$ cat src/sv/thpd_pkg.sv
// Shared constants and types for the two-header packet deframer.
package thpd_pkg;

  localparam int WINDOW_DEPTH_DEF = 64;
  localparam int STATE_LEN_DEF    = 16;
  localparam int EVENT_LEN_DEF    = 8;

  localparam int BYTE_W = 8;
  localparam int OFF_W  = 6;

  localparam logic [BYTE_W-1:0] HDR_STATE_0 = 8'hAA;
  localparam logic [BYTE_W-1:0] HDR_STATE_1 = 8'h55;
  localparam logic [BYTE_W-1:0] HDR_EVENT_0 = 8'hBB;
  localparam logic [BYTE_W-1:0] HDR_EVENT_1 = 8'h66;

  typedef enum logic {
    KIND_STATE = 1'b0,
    KIND_EVENT = 1'b1
  } pkt_kind_t;

endpackage

$ cat src/sv/thpd_window_ram.sv
// Byte window storage: one write port, one read port with registered read data.
module thpd_window_ram #(
  parameter int DEPTH = thpd_pkg::WINDOW_DEPTH_DEF,
  parameter int AW    = $clog2(DEPTH)
) (
  input  logic                      clk,
  input  logic                      wr_en,
  input  logic [AW-1:0]             wr_addr,
  input  logic [thpd_pkg::BYTE_W-1:0] wr_data,
  input  logic [AW-1:0]             rd_addr,
  output logic [thpd_pkg::BYTE_W-1:0] rd_data
);
  import thpd_pkg::*;

  logic [BYTE_W-1:0] mem [DEPTH];
  logic [BYTE_W-1:0] rd_data_r;

  always_ff @(posedge clk) begin
    if (wr_en) begin
      mem[wr_addr] <= wr_data;
    end
    rd_data_r <= mem[rd_addr];
  end

  assign rd_data = rd_data_r;

endmodule

$ cat src/sv/two_header_packet_deframer_top.sv
// Two-header packet deframer: circular byte window in RAM plus scan/emit sequencer.
//
// Input channel (in_valid/in_ready/in_rx_byte) takes one received byte per request.
// The byte is written into a circular window of WINDOW_DEPTH bytes; when the
// window is full the oldest byte is overwritten. Only a packet that ends at the
// newest byte can become complete, so after each byte the sequencer reads the two
// header bytes at STATE_LEN and at EVENT_LEN back from the newest byte (AA 55 or
// BB 66), one RAM read per cycle, and picks the one that starts earlier.
// A hit streams the packet out of the RAM, oldest byte first, and empties the window.
// Output channel (out_valid/out_ready) carries kind, byte, offset and last flag
// from an output register, so the receiver may stall at any time.
// Sequencing: after each accepted byte the sequencer runs the header reads and the
// decide step before in_ready returns; after a hit it also reads and loads each packet
// byte in turn, waiting while the receiver stalls, and in_ready stays low until the last
// byte is loaded. The single RAM read port serialises these reads.
// Reset empties the window (fill count to zero) and drops any pending result;
// RAM contents are not cleared.
module two_header_packet_deframer_top #(
  parameter int WINDOW_DEPTH = thpd_pkg::WINDOW_DEPTH_DEF,
  parameter int STATE_LEN    = thpd_pkg::STATE_LEN_DEF,
  parameter int EVENT_LEN    = thpd_pkg::EVENT_LEN_DEF
) (
  input  logic                       clk,
  input  logic                       rst_n,
  input  logic                       in_valid,
  output logic                       in_ready,
  input  logic [thpd_pkg::BYTE_W-1:0] in_rx_byte,
  output logic                       out_valid,
  input  logic                       out_ready,
  output logic                       out_packet_kind,
  output logic [thpd_pkg::BYTE_W-1:0] out_packet_byte,
  output logic [thpd_pkg::OFF_W-1:0]  out_byte_offset,
  output logic                       out_last_byte
);
  import thpd_pkg::*;

  localparam int AW = $clog2(WINDOW_DEPTH);
  localparam int FW = $clog2(WINDOW_DEPTH + 1);
  localparam logic [AW:0]   DEPTH_X  = (AW+1)'(WINDOW_DEPTH);
  localparam logic [FW-1:0] DEPTH_F  = FW'(WINDOW_DEPTH);
  localparam logic [AW-1:0] LAST_PTR = AW'(WINDOW_DEPTH - 1);
  localparam logic [AW-1:0] S_BACK   =
    AW'((WINDOW_DEPTH - (STATE_LEN % WINDOW_DEPTH)) % WINDOW_DEPTH);
  localparam logic [AW-1:0] E_BACK   =
    AW'((WINDOW_DEPTH - (EVENT_LEN % WINDOW_DEPTH)) % WINDOW_DEPTH);
  localparam logic [OFF_W-1:0] S_LAST = OFF_W'(STATE_LEN - 1);
  localparam logic [OFF_W-1:0] E_LAST = OFF_W'(EVENT_LEN - 1);
  localparam bit STATE_FIRST = (STATE_LEN >= EVENT_LEN);

  typedef enum logic [2:0] {
    ST_IDLE,
    ST_RD_S0,
    ST_RD_S1,
    ST_RD_E0,
    ST_RD_E1,
    ST_DECIDE,
    ST_EMIT_RD,
    ST_EMIT_LD
  } state_t;

  state_t            state_r, state_nxt;
  logic [AW-1:0]     wr_ptr_r, wr_ptr_nxt;
  logic [FW-1:0]     fill_r, fill_nxt;
  logic [AW-1:0]     emit_ptr_r, emit_ptr_nxt;
  logic [OFF_W-1:0]  cnt_r, cnt_nxt;
  logic [OFF_W-1:0]  last_off_r, last_off_nxt;
  pkt_kind_t         kind_r, kind_nxt;
  logic [BYTE_W-1:0] s0_r, s0_nxt, s1_r, s1_nxt, e0_r, e0_nxt;
  logic              out_valid_r, out_valid_nxt;
  pkt_kind_t         out_kind_r, out_kind_nxt;
  logic [BYTE_W-1:0] out_byte_r, out_byte_nxt;
  logic [OFF_W-1:0]  out_off_r, out_off_nxt;
  logic              out_last_r, out_last_nxt;

  logic [AW-1:0]     s_base, e_base, rd_addr;
  logic [BYTE_W-1:0] rd_data;
  logic              in_acc, s_hit, e_hit, pick_state, out_free;

  function automatic logic [AW-1:0] ptr_add(input logic [AW-1:0] p,
                                            input logic [AW-1:0] off);
    logic [AW:0] s;
    s = {1'b0, p} + {1'b0, off};
    if (s >= DEPTH_X) begin
      s = s - DEPTH_X;
    end
    return s[AW-1:0];
  endfunction

  function automatic logic [AW-1:0] ptr_inc(input logic [AW-1:0] p);
    return (p == LAST_PTR) ? '0 : p + 1'b1;
  endfunction

  assign in_ready = (state_r == ST_IDLE);
  assign in_acc   = in_valid && in_ready;
  assign s_base   = ptr_add(wr_ptr_r, S_BACK);
  assign e_base   = ptr_add(wr_ptr_r, E_BACK);
  assign out_free = !out_valid_r || out_ready;

  assign s_hit = (int'(fill_r) >= STATE_LEN) && (s0_r == HDR_STATE_0) &&
                 (s1_r == HDR_STATE_1);
  assign e_hit = (int'(fill_r) >= EVENT_LEN) && (e0_r == HDR_EVENT_0) &&
                 (rd_data == HDR_EVENT_1);
  assign pick_state = s_hit && (STATE_FIRST || !e_hit);

  always_comb begin
    unique case (state_r)
      ST_RD_S0: rd_addr = s_base;
      ST_RD_S1: rd_addr = ptr_inc(s_base);
      ST_RD_E0: rd_addr = e_base;
      ST_RD_E1: rd_addr = ptr_inc(e_base);
      default:  rd_addr = emit_ptr_r;
    endcase
  end

  thpd_window_ram #(
    .DEPTH (WINDOW_DEPTH),
    .AW    (AW)
  ) u_ram (
    .clk     (clk),
    .wr_en   (in_acc),
    .wr_addr (wr_ptr_r),
    .wr_data (in_rx_byte),
    .rd_addr (rd_addr),
    .rd_data (rd_data)
  );

  always_comb begin
    state_nxt     = state_r;
    wr_ptr_nxt    = wr_ptr_r;
    fill_nxt      = fill_r;
    emit_ptr_nxt  = emit_ptr_r;
    cnt_nxt       = cnt_r;
    last_off_nxt  = last_off_r;
    kind_nxt      = kind_r;
    s0_nxt        = s0_r;
    s1_nxt        = s1_r;
    e0_nxt        = e0_r;
    out_valid_nxt = out_valid_r && !out_ready;
    out_kind_nxt  = out_kind_r;
    out_byte_nxt  = out_byte_r;
    out_off_nxt   = out_off_r;
    out_last_nxt  = out_last_r;

    unique case (state_r)
      ST_IDLE: begin
        if (in_acc) begin
          wr_ptr_nxt = ptr_inc(wr_ptr_r);
          fill_nxt   = (fill_r == DEPTH_F) ? fill_r : fill_r + 1'b1;
          state_nxt  = ST_RD_S0;
        end
      end
      ST_RD_S0: state_nxt = ST_RD_S1;
      ST_RD_S1: begin
        s0_nxt    = rd_data;
        state_nxt = ST_RD_E0;
      end
      ST_RD_E0: begin
        s1_nxt    = rd_data;
        state_nxt = ST_RD_E1;
      end
      ST_RD_E1: begin
        e0_nxt    = rd_data;
        state_nxt = ST_DECIDE;
      end
      ST_DECIDE: begin
        if (s_hit || e_hit) begin
          // packet ends at the newest byte, so the whole window is consumed
          fill_nxt     = '0;
          cnt_nxt      = '0;
          kind_nxt     = pick_state ? KIND_STATE : KIND_EVENT;
          last_off_nxt = pick_state ? S_LAST : E_LAST;
          emit_ptr_nxt = pick_state ? s_base : e_base;
          state_nxt    = ST_EMIT_RD;
        end else begin
          state_nxt = ST_IDLE;
        end
      end
      ST_EMIT_RD: state_nxt = ST_EMIT_LD;
      ST_EMIT_LD: begin
        if (out_free) begin
          out_valid_nxt = 1'b1;
          out_kind_nxt  = kind_r;
          out_byte_nxt  = rd_data;
          out_off_nxt   = cnt_r;
          out_last_nxt  = (cnt_r == last_off_r);
          if (cnt_r == last_off_r) begin
            state_nxt = ST_IDLE;
          end else begin
            cnt_nxt      = cnt_r + 1'b1;
            emit_ptr_nxt = ptr_inc(emit_ptr_r);
            state_nxt    = ST_EMIT_RD;
          end
        end
      end
      default: state_nxt = ST_IDLE;
    endcase
  end

  always_ff @(posedge clk) begin
    if (!rst_n) begin
      state_r     <= ST_IDLE;
      wr_ptr_r    <= '0;
      fill_r      <= '0;
      out_valid_r <= 1'b0;
    end else begin
      state_r     <= state_nxt;
      wr_ptr_r    <= wr_ptr_nxt;
      fill_r      <= fill_nxt;
      out_valid_r <= out_valid_nxt;
    end
    emit_ptr_r <= emit_ptr_nxt;
    cnt_r      <= cnt_nxt;
    last_off_r <= last_off_nxt;
    kind_r     <= kind_nxt;
    s0_r       <= s0_nxt;
    s1_r       <= s1_nxt;
    e0_r       <= e0_nxt;
    out_kind_r <= out_kind_nxt;
    out_byte_r <= out_byte_nxt;
    out_off_r  <= out_off_nxt;
    out_last_r <= out_last_nxt;
  end

  assign out_valid       = out_valid_r;
  assign out_packet_kind = out_kind_r;
  assign out_packet_byte = out_byte_r;
  assign out_byte_offset = out_off_r;
  assign out_last_byte   = out_last_r;

`ifndef ASSERT_OFF
  a_fill_bound: assert property (@(posedge clk) disable iff (!rst_n)
    fill_r <= DEPTH_F)
    else $error("window fill count beyond depth");

  a_emit_empties: assert property (@(posedge clk) disable iff (!rst_n)
    (state_r == ST_DECIDE && (s_hit || e_hit)) |=> (fill_r == '0))
    else $error("window not emptied after packet found");

  a_emit_no_fill: assert property (@(posedge clk) disable iff (!rst_n)
    (state_r == ST_EMIT_RD || state_r == ST_EMIT_LD) |-> (fill_r == '0))
    else $error("window refilled during packet emission");

  a_last_offset: assert property (@(posedge clk) disable iff (!rst_n)
    (out_valid && out_last_byte) |->
      (out_byte_offset == ((out_packet_kind == KIND_EVENT) ? E_LAST : S_LAST)))
    else $error("last byte flagged at wrong offset");
`endif

endmodule

$ cat config.mk
export PLATFORM = sky130hd
export DESIGN_NAME = two_header_packet_deframer_top
export DESIGN_NICKNAME = d
export VERILOG_FILES = /design/src/sv/thpd_pkg.sv /design/src/sv/thpd_window_ram.sv /design/src/sv/two_header_packet_deframer_top.sv
export SDC_FILE = /design/constraint.sdc
export NUM_CORES = 1
export LEC_CHECK = 0
export BUFFER_PORTS_ARGS = -buffer_cell sky130_fd_sc_hd__buf_4
export CORE_UTILIZATION = 45
export DETAILED_ROUTE_END_ITERATION = 7
export PLACE_DENSITY_LB_ADDON = 0.1
export SYNTH_ARGS = -nofsm -noshare
export SYNTH_HDL_FRONTEND = slang
export SYNTH_SLANG_ARGS = --single-unit
export TNS_END_PERCENT = 10
$ cat constraint.sdc
create_clock -name clk -period 7.75 [get_ports clk]
set_input_delay 1.55 -clock clk [delete_from_list [all_inputs] [get_ports clk]]
set_output_delay 1.55 -clock clk [all_outputs]
set_load 0.01 [all_outputs]
==> impl_metrics.env, run 1 <==
export IMPL_first_global_vias=13992
export IMPL_setup_violating_endpoint_count_in_the_final_report=0
export IMPL_cts_max_level=2
export IMPL_stdcell_area_mm2=0.0268
export IMPL_chipWidth_um=234
export IMPL_cp_slowest_stage_delay_ns=1.11
export IMPL_power_density_cell_area_mw_per_mm2=279
export IMPL_synth_top_cell_area_share_pct=70.2
export IMPL_syn_area_mm2=0.0242
export IMPL_dieArea_mm2=0.0547
export IMPL_cts_hold_fix_buffers=0
export IMPL_accumulated_negative_setup_slack_ns=0
export IMPL_floorplan_initialDensity_pct=45.8
export IMPL_synth_seq_cells=591
export IMPL_cts_tree="done"
export IMPL_core_rowCount=84
export IMPL_synth_top_flop_cell="sky130_fd_sc_hd__edfxtp_1"
export IMPL_root_buffer="sky130_fd_sc_hd__clkbuf_16"
export IMPL_drv_cap=0
export IMPL_syn_avg_cell_area_um2=13.7
export IMPL_ioPinCount=30
export IMPL_yosys_top_cells_area="sky130_fd_sc_hd__edfxtp_1 (70%), sky130_fd_sc_hd__nand2_1 (5.0%), sky130_fd_sc_hd__a21oi_1 (3.7%)"
export IMPL_worst_clock_skew_ns=0.0166
export IMPL_static_leakage_power_nw=8.91
export IMPL_critical_path_required_ns=8.20
export IMPL_synth_edff_count=566
export IMPL_unrepaired_setup_endpoints_after_global_routing="no"
export IMPL_final_max_slew_violation_count=0
export IMPL_power_ir_vdd_worst_mv=0.170
export IMPL_via_per_instance_ratio=5.94
export IMPL_ctsResizeCount=0
export IMPL_place_detailed_hpwl_mm=36.4
export IMPL_dr_first_iter_drc_count=1387
export IMPL_placement_io_buffers=29
export IMPL_tritoncts_num_sinks=591
export IMPL_min_path_type="reg -> reg"
export IMPL_path_buf_inv=2
export IMPL_critPathKind="reg -> reg"
export IMPL_finalCriticalPeriod_ns=5.09
export IMPL_grt_usage_pct=23.1
export IMPL_antenna_cell_count=0
export IMPL_critical_path_endpoint_type="flop"
export IMPL_routabilityCongestion=0.814
export IMPL_grt_antenna_before_repair=0
export IMPL_drive_gt1_share_pct=8.41
export IMPL_longest_clk_path_bufs=3
export IMPL_grt_overflow=0
export IMPL_result_of_the_run="finished, final reports clean"
export IMPL_post_drt_wl_per_cell_um=25.0
export IMPL_relSlewSlack_pct=14.9
export IMPL_cp_launch_type="flop"
export IMPL_cpLargestDelayFamily="compound AO/OA/AOI/OAI gates"
export IMPL_cp_slowest_cell="sky130_fd_sc_hd__o41ai_1"
export IMPL_syn2layout_area_growth_pct=10.5
export IMPL_post_cts_setup_buffers=0
export IMPL_design_core_area_mm2=0.0529
export IMPL_max_freq_mhz=196
export IMPL_cts_clk_slew_worst_paths_ns=0.06
export IMPL_netlist_instances=1761
export IMPL_critical_path_peak_fanout=97
export IMPL_syn_num_nets=1786
export IMPL_total_wire_length_after_detailed_routing_mm=62.5
export IMPL_cp_arrival_ns=5.54
export IMPL_synth_largest_area_cell="sky130_fd_sc_hd__edfxtp_1"
export IMPL_final_antenna_net_count=0
export IMPL_detail_route_drc_violations=0
export IMPL_async_reset_ff_share_pct=0
export IMPL_critical_path_cell_chain="inv_2, ha_1, nand4bb_1, o211ai_2, nand3_4, buf_12, nand2_1, a21oi_1, o21a_1, o41ai_1, nand4b_1"
export IMPL_worst_slew_pin_slew_ns=1.26
export IMPL_dpl_instance_area_mm2=0.0249
export IMPL_clkLatencyLatePin_ns=0.61
export IMPL_report_final_hold_viol_count=0
export IMPL_route_vias_total=14809
export IMPL_tritonroute_pass_1_iters=7
export IMPL_numCtsBuffers=59
export IMPL_yosys_warnings=0
export IMPL_final_period_utilization_pct=65.7
export IMPL_maximum_number_of_pins_on_one_net_before_global_route_repair=124
export IMPL_nets=1786
export IMPL_grt_first_pass_wirelength_mm=92.6
export IMPL_ys_seq_area_share_pct=72.3
export IMPL_dieHeight_um=234
export IMPL_fill_cells=4499
export IMPL_post_synth_num_cell_types=74
cells in the final DEF (no fill, tap or decap), types with 4 or more instances in the layout:
| cell | n |
|---|---|
| sky130_fd_sc_hd__clkbuf_16 | 59 |
| sky130_fd_sc_hd__a21oi_1 | 180 |
| sky130_fd_sc_hd__bufinv_16 | 6 |
| sky130_fd_sc_hd__clkinv_1 | 13 |
| sky130_fd_sc_hd__o21ai_0 | 15 |
| sky130_fd_sc_hd__nand4_1 | 16 |
| sky130_fd_sc_hd__inv_1 | 8 |
| sky130_fd_sc_hd__a31oi_1 | 6 |
| sky130_fd_sc_hd__a211oi_1 | 9 |
| sky130_fd_sc_hd__nand4b_1 | 8 |
| sky130_fd_sc_hd__mux2i_1 | 52 |
| sky130_fd_sc_hd__clkinv_2 | 12 |
| sky130_fd_sc_hd__nand2_1 | 321 |
| sky130_fd_sc_hd__dfxtp_1 | 25 |
| sky130_fd_sc_hd__and3_1 | 19 |
| sky130_fd_sc_hd__nor2b_1 | 8 |
| sky130_fd_sc_hd__o21bai_1 | 12 |
| sky130_fd_sc_hd__o21ai_1 | 7 |
| sky130_fd_sc_hd__nor3_1 | 8 |
| sky130_fd_sc_hd__mux2_2 | 4 |
| sky130_fd_sc_hd__nor2_1 | 96 |
| sky130_fd_sc_hd__xor2_1 | 11 |
| sky130_fd_sc_hd__a221oi_1 | 31 |
| sky130_fd_sc_hd__o311ai_1 | 6 |
| sky130_fd_sc_hd__a32oi_1 | 23 |
| sky130_fd_sc_hd__o41ai_1 | 5 |
| sky130_fd_sc_hd__and2_1 | 10 |
| sky130_fd_sc_hd__edfxtp_1 | 566 |
| sky130_fd_sc_hd__o22ai_1 | 16 |
| sky130_fd_sc_hd__buf_4 | 38 |
| sky130_fd_sc_hd__a22oi_1 | 22 |
| sky130_fd_sc_hd__nand3_1 | 45 |
| sky130_fd_sc_hd__clkbuf_1 | 13 |
| sky130_fd_sc_hd__xnor2_1 | 11 |
| sky130_fd_sc_hd__a22o_1 | 30 |
| sky130_fd_sc_hd__o21a_1 | 10 |
| sky130_fd_sc_hd__nor4bb_1 | 4 |
| sky130_fd_sc_hd__ha_1 | 13 |
Yosys cell counts (all sizes together), types with 3 or more instances:
cell type	instances
edfxtp	566
nand2	322
a21oi	180
nor2	100
buf	73
mux2i	52
nand3	46
a221oi	31
a22o	30
clkbuf	29
dfxtp	25
a32oi	23
a22oi	22
o21ai	22
and3	20
o22ai	19
nand4	16
ha	13
o21bai	12
nor3	11
xnor2	11
xor2	11
a211oi	10
and2	10
inv	10
o21a	10
nand4b	8
nor2b	8
a31oi	6
o311ai	6
o41ai	6
o211ai	5
mux2	4
nor4	4
nor4bb	4
a211o	3
a21boi	3
a21o	3
nand3b	3
worst paths after layout:
check	startpoint	endpoint	slack (ns)	cells after the start
setup / recovery	wr_ptr_r[3]	u_ram.rd_data[2]	2.66	11
hold / removal	kind_r	out_packet_kind	0.42	0
setup reg to reg	wr_ptr_r[3]	u_ram.rd_data[2]	2.66	11
hold reg to reg	kind_r	out_packet_kind	0.42	0
worst reg2reg max path, stage by stage, from the launching register on:
cell	delay, ns
sky130_fd_sc_hd__dfxtp_1	0.66
sky130_fd_sc_hd__inv_2	0.22
sky130_fd_sc_hd__ha_1	0.40
sky130_fd_sc_hd__nand4bb_1	0.31
sky130_fd_sc_hd__o211ai_2	0.29
sky130_fd_sc_hd__nand3_4	0.63
sky130_fd_sc_hd__buf_12	0.62
sky130_fd_sc_hd__nand2_1	0.19
sky130_fd_sc_hd__a21oi_1	0.07
sky130_fd_sc_hd__o21a_1	0.26
sky130_fd_sc_hd__o41ai_1	1.11
sky130_fd_sc_hd__nand4b_1	0.16
flip-flops by register name, indices dropped and copies added, names as in the netlist, 7 cells and up:
register         cells
out_packet_byte      8
fill_r               7
u_ram.rd_data        8
s1_r                 8
e0_r                 8
s0_r                 8
u_ram.mem          512
power by group:
group	total (mW)	internal, mW	switching, mW	leakage (nW)
combinational	1.03	0.312	0.722	2.71
clock	2.76	1.60	1.16	0.907
sequential	3.66	3.56	0.0937	5.29
cell type report:
cell class                      count  area (um2)  area share (%)
Multi-Input combinational cell   1058        6160            23.0
Sequential cell                   591       17500            65.4
Clock inverter                     34         313            1.17
Timing Repair Buffer               41         345            1.29
Clock buffer                       73        1540            5.75
Inverter                           10        37.5           0.140
Tap cell                          688         861            3.22
logic make-up after synthesis:
kind of cell,Yosys count,share of synthesized area [%]
flops,591,72.3
simple gates,566,10.6
compound gates,401,11.0
buf+inv,112,2.36
mux,56,2.34
xor+xnor,22,0.796
fa+ha+maj,13,0.672
metal layers:
layer | vias to the layer above | global-route usage (%) | wire (um)
li1 | 6707 | - | -
met1 | 7527 | 33.6 | 28200
met2 | 490 | 36.1 | 29200
met3 | 85 | 3.49 | 3610
met4 | 0 | 6.47 | 1500
met5 | - | 0 | 0
stage by stage:
stage / power (mW) / instances / utilization [%] / hold slack [ns] / setup WS, ns
after global routing: 7.71 / 2495 / 50.6 / 0.434 / 2.35
final: 7.45 / 2495 / 50.6 / 0.421 / 2.66
after detailed placement: 4.76 / 2388 / 47.1 / 0.408 / 2.73
after floorplan: 4.35 / 1761 / - / 0.400 / 4.73
after CTS: 7.51 / 2495 / 50.6 / 0.422 / 2.71
after global placement: 4.76 / 2388 / 47.1 / 0.407 / 2.82
Power figures use the tool's default switching activity.
==> run 2: changes to the inputs <==
- clock period: 7.75 -> 4.3 ns (I/O delays scaled with it)
==> run 2 against run 1 <==
The flow now finishes with violations (DRC). Maximum frequency increased by 29%. Combinational power increased by 91%. Non-clock buffer count increased by 79. Hold slack improved by 0.012 ns. Critical path type unchanged. Critical endpoint is now u_ram.rd_data[4]. Largest power group unchanged. Highest routed layer unchanged.
==> impl_metrics.env, run 2 (same netlist as run 1, synthesis figures left out) <==
export IMPL_unrepaired_setup_endpoints_after_global_routing="no"
export IMPL_result_of_the_run="finished with violations"
export IMPL_min_path_type="reg -> reg"
export IMPL_drv_cap=0
export IMPL_ctsResizeCount=0
export IMPL_dieHeight_um=234
export IMPL_antenna_cell_count=0
export IMPL_worst_clock_skew_ns=0.0174
export IMPL_place_detailed_hpwl_mm=38.4
export IMPL_grt_overflow=0
export IMPL_static_leakage_power_nw=9.42
export IMPL_placement_io_buffers=29
export IMPL_dieArea_mm2=0.0547
export IMPL_grt_antenna_before_repair=0
export IMPL_max_freq_mhz=254
export IMPL_floorplan_initialDensity_pct=45.8
export IMPL_accumulated_negative_setup_slack_ns=0
export IMPL_power_ir_vdd_worst_mv=0.347
export IMPL_route_vias_total=15148
export IMPL_report_final_hold_viol_count=0
export IMPL_grt_first_pass_wirelength_mm=94.2
export IMPL_area_sequential_mm2=0.0175
export IMPL_numCtsBuffers=61
export IMPL_tritonroute_pass_1_iters=8
export IMPL_post_drt_wl_per_cell_um=24.5
export IMPL_fill_cells=4471
export IMPL_total_wire_length_after_detailed_routing_mm=63.1
export IMPL_final_cell_mix="sky130_fd_sc_hd__edfxtp_1 (566), sky130_fd_sc_hd__nand2_1 (321), sky130_fd_sc_hd__a21oi_1 (180), sky130_fd_sc_hd__buf_4 (114), sky130_fd_sc_hd__nor2_1 (96)"
export IMPL_cp_arrival_ns=4.38
export IMPL_final_antenna_net_count=0
export IMPL_critical_path_peak_fanout=28
export IMPL_setup_violating_endpoint_count_in_the_final_report=0
export IMPL_first_global_vias=14506
export IMPL_worst_slew_pin_slew_ns=1.13
export IMPL_longest_clk_path_bufs=3
export IMPL_finalCriticalPeriod_ns=3.93
export IMPL_detail_route_drc_violations=12
export IMPL_root_buffer="sky130_fd_sc_hd__clkbuf_16"
export IMPL_final_period_utilization_pct=91.4
export IMPL_final_core_util_pct=52.2
export IMPL_tritoncts_num_sinks=591
export IMPL_multiInputGateArea_mm2=0.00616
export IMPL_core_rowCount=84
export IMPL_ioPinCount=30
export IMPL_critical_path_endpoint_type="flop"
export IMPL_critical_path_required_ns=4.75
export IMPL_syn2layout_area_growth_pct=14.0
export IMPL_cts_max_level=2
export IMPL_most_flop_heavy_register="u_ram.mem"
export IMPL_drive_gt1_share_pct=12.5
export IMPL_most_common_cell_after_layout_fill_and_taps_aside="sky130_fd_sc_hd__edfxtp_1"
export IMPL_critPathKind="reg -> reg"
export IMPL_via_per_instance_ratio=5.88
export IMPL_chipWidth_um=234
export IMPL_dr_first_iter_drc_count=1511
export IMPL_nets=1867
export IMPL_post_cts_setup_buffers=0
export IMPL_relSlewSlack_pct=24.4
export IMPL_maximum_number_of_pins_on_one_net_before_global_route_repair=71
export IMPL_cts_hold_fix_buffers=0
export IMPL_largest_reg_flops=512
export IMPL_routabilityCongestion=0.833
export IMPL_grt_usage_pct=23.3
export IMPL_power_density_cell_area_mw_per_mm2=505
export IMPL_reg2reg_slack_ns=0.37
export IMPL_cts_clk_slew_worst_paths_ns=0.06
export IMPL_violations="DRC"
export IMPL_cp_launch_type="flop"
export IMPL_design_core_area_mm2=0.0529
export IMPL_final_max_slew_violation_count=0
export IMPL_cts_tree="done"
export IMPL_clkLatencyLatePin_ns=0.62
-- run 2: cell types whose count changed in the layout (fill, tap and decap cells not counted) --
cell / previous run / this run
sky130_fd_sc_hd__clkinv_8: 0 / 1
sky130_fd_sc_hd__clkinv_1: 13 / 10
sky130_fd_sc_hd__bufinv_16: 6 / 8
sky130_fd_sc_hd__clkbuf_16: 59 / 63
sky130_fd_sc_hd__buf_12: 3 / 6
sky130_fd_sc_hd__clkinvlp_4: 2 / 0
sky130_fd_sc_hd__clkinv_4: 0 / 1
sky130_fd_sc_hd__buf_4: 38 / 114
sky130_fd_sc_hd__clkbuf_8: 1 / 6
sky130_fd_sc_hd__clkinv_2: 12 / 6
-- run 2: layout make-up --
type,instances,area share [%]
Sequential cell,591,63.4
Multi-Input combinational cell,1058,22.3
Clock buffer,82,6.19
Timing Repair Buffer,120,3.54
Tap cell,688,3.12
Clock inverter,27,1.24
Inverter,10,0.136
-- run 2: routing by layer --
| layer | GRT usage, % | wire [um] |
|---|---|---|
| met1 | 33.9 | 28100 |
| met2 | 36.4 | 29400 |
| met3 | 3.14 | 3930 |
| met4 | 7.59 | 1740 |
| met5 | 0 | 0 |
-- run 2: worst paths after layout --
| kind | start | end | cells past startpoint |
|---|---|---|---|
| worst min register to register | kind_r | out_packet_kind | 0 |
| worst min-delay path | kind_r | out_packet_kind | 0 |
| worst max-delay path | wr_ptr_r[4] | u_ram.rd_data[4] | 10 |
| worst max register to register | wr_ptr_r[4] | u_ram.rd_data[4] | 10 |
-- run 2: metrics by stage --
step | area [um2] | std cells | power (mW) | worst slack (ns) | hold slack [ns]
global placement | 25500 | 2467 | 8.60 | 0.547 | 0.401
global route | 27600 | 2576 | 14.4 | 0.256 | 0.439
finish | 27600 | 2576 | 13.9 | 0.368 | 0.433
detailed placement | 25500 | 2467 | 8.61 | 0.465 | 0.431
floorplan | 24200 | 1761 | 7.85 | 1.54 | 0.400
CTS | 27600 | 2576 | 14.0 | 0.440 | 0.443
-- run 2: worst max-delay path, stage by stage (launching register included) --
cell and delay [ns]:
sky130_fd_sc_hd__dfxtp_1 0.46, sky130_fd_sc_hd__inv_1 0.20, sky130_fd_sc_hd__ha_1 0.37, sky130_fd_sc_hd__nand4bb_1 0.33
sky130_fd_sc_hd__o211ai_1 0.29, sky130_fd_sc_hd__and4_4 0.60, sky130_fd_sc_hd__mux2i_1 0.24, sky130_fd_sc_hd__a32oi_1 0.14
sky130_fd_sc_hd__and3_1 0.26, sky130_fd_sc_hd__o21ai_0 0.64, sky130_fd_sc_hd__nand4b_1 0.19
-- run 2: report_power, final --
part / internal (mW) / total [mW] / switching [mW]
clock network: 3.24 / 5.42 / 2.18
registers: 6.42 / 6.53 / 0.103
logic: 0.639 / 1.97 / 1.33
total: 10.3 / 13.9 / 3.62
